**config.mk**
```make
export PLATFORM = sky130hd
export DESIGN_NAME = marker_delimited_payload_extractor
export DESIGN_NICKNAME = d
export VERILOG_FILES = /design/src/hdl/mdpe_pkg.sv /design/src/hdl/mdpe_core.sv /design/src/hdl/mdpe_obuf.sv /design/src/hdl/marker_delimited_payload_extractor.sv
export SDC_FILE = /design/constraint.sdc
export NUM_CORES = 1
export LEC_CHECK = 0
export BUFFER_PORTS_ARGS = -buffer_cell sky130_fd_sc_hd__buf_2
export CAP_MARGIN = 20
export CORE_ASPECT_RATIO = 0.9
export CORE_MARGIN = 10
export CORE_UTILIZATION = 55
export DETAILED_ROUTE_END_ITERATION = 10
export PLACE_DENSITY = 0.76
export SLEW_MARGIN = 30
export SYNTH_ARGS = -nofsm -noshare
export SYNTH_HDL_FRONTEND = slang
export SYNTH_HIERARCHICAL = 1
export SYNTH_SLANG_ARGS = --single-unit
export TNS_END_PERCENT = 100
```
**constraint.sdc**
```tcl
create_clock -name clk -period 36.2 [get_ports clk]
set_clock_uncertainty 0.15 [all_clocks]
set_input_delay 1.81 -clock clk [delete_from_list [all_inputs] [get_ports clk]]
set_output_delay 1.81 -clock clk [all_outputs]
set_load 0.005 [all_outputs]
```
**src/hdl/mdpe_pkg.sv**
```systemverilog
// Shared types, constants and marker tables for the marker-delimited payload extractor.
package mdpe_pkg;

	// Default marker lengths and the largest supported marker
	localparam int START_LEN_DEF = 18;
	localparam int END_LEN_DEF   = 15;
	localparam int MARK_MAX      = 32;

	// Position counter and scan limit
	localparam int CNT_W = 24;
	localparam logic [CNT_W-1:0] SCAN_LIMIT_RST = 24'h100000;
	localparam logic [CNT_W-1:0] COUNT_MAX      = 24'hFFFFFF;

	// Status codes
	localparam logic [2:0] ST_SCAN      = 3'd0;
	localparam logic [2:0] ST_END_FOUND = 3'd1;
	localparam logic [2:0] ST_EOF       = 3'd2;
	localparam logic [2:0] ST_ZERO_ERR  = 3'd3;
	localparam logic [2:0] ST_LIM_EMPTY = 3'd4;
	localparam logic [2:0] ST_LIM_DATA  = 3'd5;

	typedef enum logic [2:0] {
		PH_SEARCH  = 3'b001,
		PH_COLLECT = 3'b010,
		PH_DONE    = 3'b100
	} phase_t;

	typedef struct packed {
		logic [7:0] payload_byte;
		logic       payload_valid;
		logic [2:0] status;
	} result_t;

	// Start marker ";!@Install@!UTF-8!", zero past its end
	function automatic logic [7:0] start_mark_byte(input logic [4:0] idx);
		logic [7:0] c;
		case (idx)
			5'd0:  c = ";";
			5'd1:  c = "!";
			5'd2:  c = "@";
			5'd3:  c = "I";
			5'd4:  c = "n";
			5'd5:  c = "s";
			5'd6:  c = "t";
			5'd7:  c = "a";
			5'd8:  c = "l";
			5'd9:  c = "l";
			5'd10: c = "@";
			5'd11: c = "!";
			5'd12: c = "U";
			5'd13: c = "T";
			5'd14: c = "F";
			5'd15: c = "-";
			5'd16: c = "8";
			5'd17: c = "!";
			default: c = 8'h00;
		endcase
		return c;
	endfunction

	// End marker ";!@InstallEnd@!", zero past its end
	function automatic logic [7:0] end_mark_byte(input logic [4:0] idx);
		logic [7:0] c;
		case (idx)
			5'd0:  c = ";";
			5'd1:  c = "!";
			5'd2:  c = "@";
			5'd3:  c = "I";
			5'd4:  c = "n";
			5'd5:  c = "s";
			5'd6:  c = "t";
			5'd7:  c = "a";
			5'd8:  c = "l";
			5'd9:  c = "l";
			5'd10: c = "E";
			5'd11: c = "n";
			5'd12: c = "d";
			5'd13: c = "@";
			5'd14: c = "!";
			default: c = 8'h00;
		endcase
		return c;
	endfunction

endpackage

```
**src/hdl/mdpe_core.sv**
```systemverilog
// Window scanner: start/end marker match, payload release, position count and status.
module mdpe_core import mdpe_pkg::*; #(
	parameter int START_LEN = START_LEN_DEF,
	parameter int END_LEN   = END_LEN_DEF
) (
	input  logic             clk,
	input  logic             arst_n,
	input  logic             cfg_we,
	input  logic [CNT_W-1:0] cfg_wdata,
	input  logic             step,
	input  logic [7:0]       data_byte,
	input  logic             end_of_file,
	output result_t          res
);

	localparam int WIN_LEN = (START_LEN > END_LEN) ? START_LEN : END_LEN;
	localparam int FILL_W  = $clog2(WIN_LEN + 1);

	logic [CNT_W-1:0]  scan_limit_q;
	phase_t            phase_q, phase_n;
	logic [FILL_W-1:0] fill_q, fill_n;
	logic [CNT_W-1:0]  pos_q, pos_n;
	logic              coll_q, coll_n;
	logic [7:0]        win_q [WIN_LEN];

	logic [7:0] wn [WIN_LEN];
	logic [7:0] shifted [WIN_LEN];
	logic       start_eq, end_eq;
	logic       win_load, win_shift;
	logic [CNT_W:0]   sum_one, sum_len;
	logic [CNT_W-1:0] pos_one, pos_len;
	logic       limit_hit;

	// Window with the new byte placed at the fill position, and its shifted copy
	always_comb begin
		for (int i = 0; i < WIN_LEN; i++) begin
			wn[i] = (fill_q == FILL_W'(i)) ? data_byte : win_q[i];
		end
		for (int i = 0; i < WIN_LEN - 1; i++) begin
			shifted[i] = wn[i + 1];
		end
		shifted[WIN_LEN-1] = wn[WIN_LEN-1];
	end

	// Parallel marker compares
	always_comb begin
		start_eq = 1'b1;
		for (int i = 0; i < START_LEN; i++) begin
			if (wn[i] != start_mark_byte(5'(i))) start_eq = 1'b0;
		end
		end_eq = 1'b1;
		for (int i = 0; i < END_LEN; i++) begin
			if (wn[i] != end_mark_byte(5'(i))) end_eq = 1'b0;
		end
	end

	// Saturating position increments
	assign sum_one = {1'b0, pos_q} + (CNT_W+1)'(1);
	assign sum_len = {1'b0, pos_q} + (CNT_W+1)'(START_LEN);
	assign pos_one = sum_one[CNT_W] ? COUNT_MAX : sum_one[CNT_W-1:0];
	assign pos_len = sum_len[CNT_W] ? COUNT_MAX : sum_len[CNT_W-1:0];

	assign limit_hit = (phase_q != PH_DONE) && (pos_q > scan_limit_q);

	// Next state and result for one byte
	always_comb begin
		phase_n   = phase_q;
		fill_n    = fill_q;
		pos_n     = pos_q;
		coll_n    = coll_q;
		win_load  = 1'b0;
		win_shift = 1'b0;
		res       = '0;
		res.status = ST_SCAN;

		if (limit_hit) begin
			res.status = coll_q ? ST_LIM_DATA : ST_LIM_EMPTY;
			phase_n    = PH_DONE;
		end else begin
			case (phase_q)
				PH_SEARCH: begin
					if (fill_q == FILL_W'(START_LEN - 1)) begin
						if (start_eq) begin
							pos_n   = pos_len;
							phase_n = PH_COLLECT;
							fill_n  = '0;
						end else begin
							pos_n     = pos_one;
							win_shift = 1'b1;
						end
					end else begin
						fill_n   = fill_q + FILL_W'(1);
						win_load = 1'b1;
					end
				end
				PH_COLLECT: begin
					if (fill_q == FILL_W'(END_LEN - 1)) begin
						if (end_eq) begin
							res.status = ST_END_FOUND;
							phase_n    = PH_DONE;
						end else if (wn[0] == 8'h00) begin
							res.status = ST_ZERO_ERR;
							phase_n    = PH_DONE;
						end else begin
							res.payload_byte  = wn[0];
							res.payload_valid = 1'b1;
							coll_n            = 1'b1;
							pos_n             = pos_one;
							win_shift         = 1'b1;
						end
					end else begin
						fill_n   = fill_q + FILL_W'(1);
						win_load = 1'b1;
					end
				end
				PH_DONE: begin
				end
				default: begin
					phase_n = PH_SEARCH;
				end
			endcase
		end

		// End of file: report if the run is still open, then rearm
		if (end_of_file) begin
			if (phase_n != PH_DONE) res.status = ST_EOF;
			phase_n = PH_SEARCH;
			fill_n  = '0;
			pos_n   = '0;
			coll_n  = 1'b0;
		end
	end

	// Control state
	always_ff @(posedge clk or negedge arst_n) begin
		if (!arst_n) begin
			scan_limit_q <= SCAN_LIMIT_RST;
			phase_q      <= PH_SEARCH;
			fill_q       <= '0;
			pos_q        <= '0;
			coll_q       <= 1'b0;
		end else begin
			if (cfg_we) scan_limit_q <= cfg_wdata;
			if (step) begin
				phase_q <= phase_n;
				fill_q  <= fill_n;
				pos_q   <= pos_n;
				coll_q  <= coll_n;
			end
		end
	end

	// Window bytes; only written positions are ever compared
	always_ff @(posedge clk) begin
		if (step && win_load) begin
			win_q <= wn;
		end else if (step && win_shift) begin
			win_q <= shifted;
		end
	end

	a_eof_rearm: assert property (@(posedge clk) disable iff (!arst_n)
		step && end_of_file |=> phase_q == PH_SEARCH && fill_q == '0 && pos_q == '0)
		else $error("state not rearmed after end of file");

	a_done_silent: assert property (@(posedge clk) disable iff (!arst_n)
		step && phase_q == PH_DONE |-> !res.payload_valid)
		else $error("payload released after run ended");

	a_release_collected: assert property (@(posedge clk) disable iff (!arst_n)
		step && res.payload_valid && !end_of_file |=> coll_q && phase_q == PH_COLLECT)
		else $error("release did not mark data collected");

endmodule

```
**src/hdl/mdpe_obuf.sv**
```systemverilog
// Two-entry output buffer between the scanner and the result stream.
module mdpe_obuf import mdpe_pkg::*; (
	input  logic    clk,
	input  logic    arst_n,
	input  logic    in_valid,
	output logic    in_ready,
	input  result_t in_data,
	output logic    out_valid,
	input  logic    out_ready,
	output result_t out_data
);

	logic    valid0_q, valid1_q;
	result_t data0_q, data1_q;
	logic    push, pop;

	assign in_ready  = !valid1_q;
	assign push      = in_valid && in_ready;
	assign pop       = valid0_q && out_ready;
	assign out_valid = valid0_q;
	assign out_data  = data0_q;

	// Occupancy
	always_ff @(posedge clk or negedge arst_n) begin
		if (!arst_n) begin
			valid0_q <= 1'b0;
			valid1_q <= 1'b0;
		end else if (pop) begin
			if (valid1_q) begin
				valid1_q <= push;
			end else begin
				valid0_q <= push;
			end
		end else if (push) begin
			if (valid0_q) valid1_q <= 1'b1;
			else valid0_q <= 1'b1;
		end
	end

	// Entry data
	always_ff @(posedge clk) begin
		if (pop) begin
			if (valid1_q) begin
				data0_q <= data1_q;
				if (push) data1_q <= in_data;
			end else if (push) begin
				data0_q <= in_data;
			end
		end else if (push) begin
			if (valid0_q) data1_q <= in_data;
			else data0_q <= in_data;
		end
	end

	a_order: assert property (@(posedge clk) disable iff (!arst_n)
		valid1_q |-> valid0_q)
		else $error("second entry held without head entry");

	a_fill_second: assert property (@(posedge clk) disable iff (!arst_n)
		push && !pop && valid0_q |=> valid1_q)
		else $error("transfer lost while head stalled");

	a_drain: assert property (@(posedge clk) disable iff (!arst_n)
		pop && !push && !valid1_q |=> !valid0_q)
		else $error("buffer not empty after last transfer");

endmodule

```
**src/hdl/marker_delimited_payload_extractor.sv**
```systemverilog
// A result is registered in the output buffer, behind any results held there.
// Throughput: one byte per cycle, one result per byte; the marker compares are
// combinational, and input stalls only while both buffer entries are full.
// Reset (arst_n low, asynchronous): search phase, empty window, zero positions,
// scan_limit back to 1048576, output buffer empty. No clearing pass is needed.
module marker_delimited_payload_extractor import mdpe_pkg::*; #(
	parameter int START_LEN = START_LEN_DEF,
	parameter int END_LEN   = END_LEN_DEF
) (
	input  logic             clk,
	input  logic             arst_n,
	input  logic             cfg_we,
	input  logic [CNT_W-1:0] cfg_wdata,     // scan_limit
	input  logic             s_axis_tvalid,
	output logic             s_axis_tready,
	input  logic [7:0]       s_axis_tdata,  // [7:0] data_byte
	input  logic             s_axis_tlast,  // end_of_file
	output logic             m_axis_tvalid,
	input  logic             m_axis_tready,
	output logic [7:0]       m_axis_tdata,  // [7:0] payload_byte
	output logic [3:0]       m_axis_tuser   // [0] payload_valid, [3:1] status
);

	logic    in_fire;
	result_t core_res;
	result_t out_res;

	assign in_fire = s_axis_tvalid && s_axis_tready;

	mdpe_core #(
		.START_LEN (START_LEN),
		.END_LEN   (END_LEN)
	) u_core (
		.clk         (clk),
		.arst_n      (arst_n),
		.cfg_we      (cfg_we),
		.cfg_wdata   (cfg_wdata),
		.step        (in_fire),
		.data_byte   (s_axis_tdata),
		.end_of_file (s_axis_tlast),
		.res         (core_res)
	);

	mdpe_obuf u_obuf (
		.clk       (clk),
		.arst_n    (arst_n),
		.in_valid  (s_axis_tvalid),
		.in_ready  (s_axis_tready),
		.in_data   (core_res),
		.out_valid (m_axis_tvalid),
		.out_ready (m_axis_tready),
		.out_data  (out_res)
	);

	assign m_axis_tdata = out_res.payload_byte;
	assign m_axis_tuser = {out_res.status, out_res.payload_valid};

endmodule
```
==> flow_metrics.tcl <==
set metrics [dict create \
    yosys-top-cells-area "edfxtp_1 (34%), dfrtp_1 (9.6%), nor2_1 (7.4%)" \
    cts_buffers 24 \
    cap_violations 0 \
    cts-resized-gates 0 \
    cts.sinks 227 \
    synth_edf_count 168 \
    fin_area_sq_mm 0.01611 \
    overflow 0 \
    p_sw_uw 439.4 \
    crit_arrival_ns 5.41 \
    hold_viol 0 \
    synth_area_leader_cell "edfxtp_1" \
    path_clk_slew_ns 0.06 \
    worstSetupEndpointType "flip-flop" \
    p_int_uw 681.2 \
    die_area_sq_mm 0.03405 \
    grt_pass1_wl_mm 70.34 \
    synth_area_per_cell_sq_um 9.152 \
    switching_share 0.3921 \
    start_util 0.5550 \
    port_buffers 51 \
    grt_start_max_net_pins 78 \
    synth_fp_nets 1695 \
    cts_hold_buffers 0 \
    status "finished clean" \
    synth.distinct_cells 87 \
    worstMarginPinSlew_ns 0.9977 \
    postCtsSetupRepairBufs 0 \
    ys.flop_type "edfxtp_1" \
    fin_util 0.6006 \
    htreeDepth 1 \
    hpwl_mm 30.20 \
    yosysSeqAreaShare 0.4384 \
    drive_above_1_share 0.1144 \
    drc 0 \
    viasPerCell 6.743 \
    drt_wl_total_mm 44.55 \
    cts_root_buf "clkbuf_16" \
    critPathRequiredTime_ns 36.20 \
    p_seq_frac 0.401 \
    power_density_mw_per_mm2 69.57 \
    pin_count 52 \
    start_kind "input pin" \
    tns_ns 0 \
    clkPwrFrac 0.225 \
    total_power_uw 1121 \
    clk_latency_ns 0.54 \
    netlist_area_sq_mm 0.01488 \
    multiInputGateArea_sq_mm 0.007760 \
    reg2reg_slack_ns 31.07 \
    post-synth-top-count-cell "nor2_1" \
    ys_top_cells_by_count "nor2_1 (295), nand2_1 (174), edfxtp_1 (168), o22ai_1 (105)" \
    fin_nets 1686 \
    p_comb_frac 0.373 \
    post-route-period-util 0.1493 \
    hold_path_class "flip-flop to flip-flop" \
    ir_worst_vdd_v 0.00005446 \
    setup_viol 0 \
    die_w_um 193.4 \
    drv_slew 0 \
    yosys_register_bits 227 \
    die_y_um 176.1 \
    path_class "input pin to flip-flop" \
    cts_tree "done" \
    grt_pass1_vias 12303 \
    dr.first_iter.drc_count 2125 \
    core_area_sq_mm 0.02682 \
    period_minus_slack_ns 5.405 \
    syn_inst 1626 \
    drtPass1Iterations 6 \
    antenna_left 0 \
    clockBufferDepth 3 \
    crit_fanout 67 \
    vias 13419 \
    gp_congestion 1.049 \
    postSynth.asyncResetShare 0.2599 \
    fillers 2283 \
    routedWlPerCell_um 22.39 \
    relSlewSlack 0.3320 \
    yosysTopAreaCellShare 0.3390 \
    seqCellArea_sq_mm 0.006525 \
    antenna_found_initial 0 \
    rsz0062_at_grt "false" \
    synth_warnings 6 \
    grt_usage 0.2494 \
    placed_area_sq_mm 0.01529 \
    clock.fmax_mhz 185.0 \
    syn2layout_area_growth_pct 8.231 \
    rows 57 \
    p_leak_uw 0.006136 \
]
[final cells by class]
type,instances,area share
Timing Repair Buffer,69,0.02470
Clock buffer,27,0.03931
Clock inverter,17,0.01002
Antenna cell,1,0.0001554
Inverter,49,0.01142
Sequential cell,227,0.4051
Tap cell,354,0.02750
Multi-Input combinational cell,1246,0.4818
[sequential cells by signal, indices dropped and copies added, names as in the netlist]
register,flops
u_obuf/out_data,12
u_obuf/out_valid,1
u_core/pos_q,24
u_obuf/valid1_q,1
u_core/fill_q,5
u_core/phase_q,3
u_core/win_q,144
u_core/scan_limit_q,24
u_obuf/data1_q,12
u_core/coll_q,1
[per-stage QoR]
stage / worst slack [ns] / instances / hold WS, ns
3_3_place_gp: 30.45 / 1944 / 0.3447
4_1_cts: 30.94 / 1988 / 0.3757
3_5_place_dp: 30.41 / 1944 / 0.3579
6_report: 30.80 / 1990 / 0.3892
5_1_grt: 30.68 / 1989 / 0.4124
2_1_floorplan: 21.46 / 1626 / 0.3160
[power groups by stage]
stage / Sequential, uW / Combinational, uW / Clock [uW]
floorplan: 445 / 305 / 0
global placement: 449 / 392 / 0
detailed placement: 451 / 405 / 0
CTS: 446 / 407 / 256
global route: 455 / 456 / 266
finish: 450 / 419 / 252
[metal layers]
layer / share of wire / global-route usage / wire length [um]
met1: 0.44 / 0.3772 / 19710
met2: 0.42 / 0.3643 / 18930
met3: 0.11 / 0.03337 / 4769
met4: 0.026 / 0.07101 / 1142
met5: 0 / 0 / 0
[placed cells by master (no fill, tap or decap), types with 31 or more instances in the layout]
cell type / instances
a21oi_1: 50
o22ai_1: 105
ha_1: 31
o21ai_0: 45
nand2_1: 174
inv_1: 49
mux2i_1: 72
dfrtp_1: 56
edfxtp_1: 168
nand4_1: 31
buf_2: 51
nor2_1: 295
mux2_2: 35
nand3_1: 44
[logic make-up after synthesis]
kind of cell | synth area share
DFF | 0.4384
adders and majority gates | 0.02606
AOI/OAI and AO/OA | 0.1475
xor gates and xnor gates | 0.002943
muxes | 0.08601
and+or+nand+nor | 0.2563
buffers and inverters | 0.04288
[critical path: stages]
cell and delay [ns]:
buf_2 0.68, mux2i_1 0.23, or4_1 0.56, nor4b_1 0.50, nand4_2 0.31, nor2_1 0.23, a21oi_1 0.19, a22oi_1 0.31
o21ai_4 0.09, buf_4 0.39
[final timing paths]
check | end | cells after the start | from
worst max-delay path | u_core/win_q[70] | 10 | s_axis_tdata[3]
max in group asynchronous | u_core/fill_q[4] | 2 | arst_n
min in group asynchronous | u_obuf/out_valid | 2 | arst_n
worst max register to register | u_core/win_q[70] | 11 | u_core/fill_q[0]
worst min register to register | u_core/coll_q | 2 | u_core/coll_q
worst min-delay path | u_core/coll_q | 2 | u_core/coll_q
Note: power is estimated with default switching activity, not from simulation.
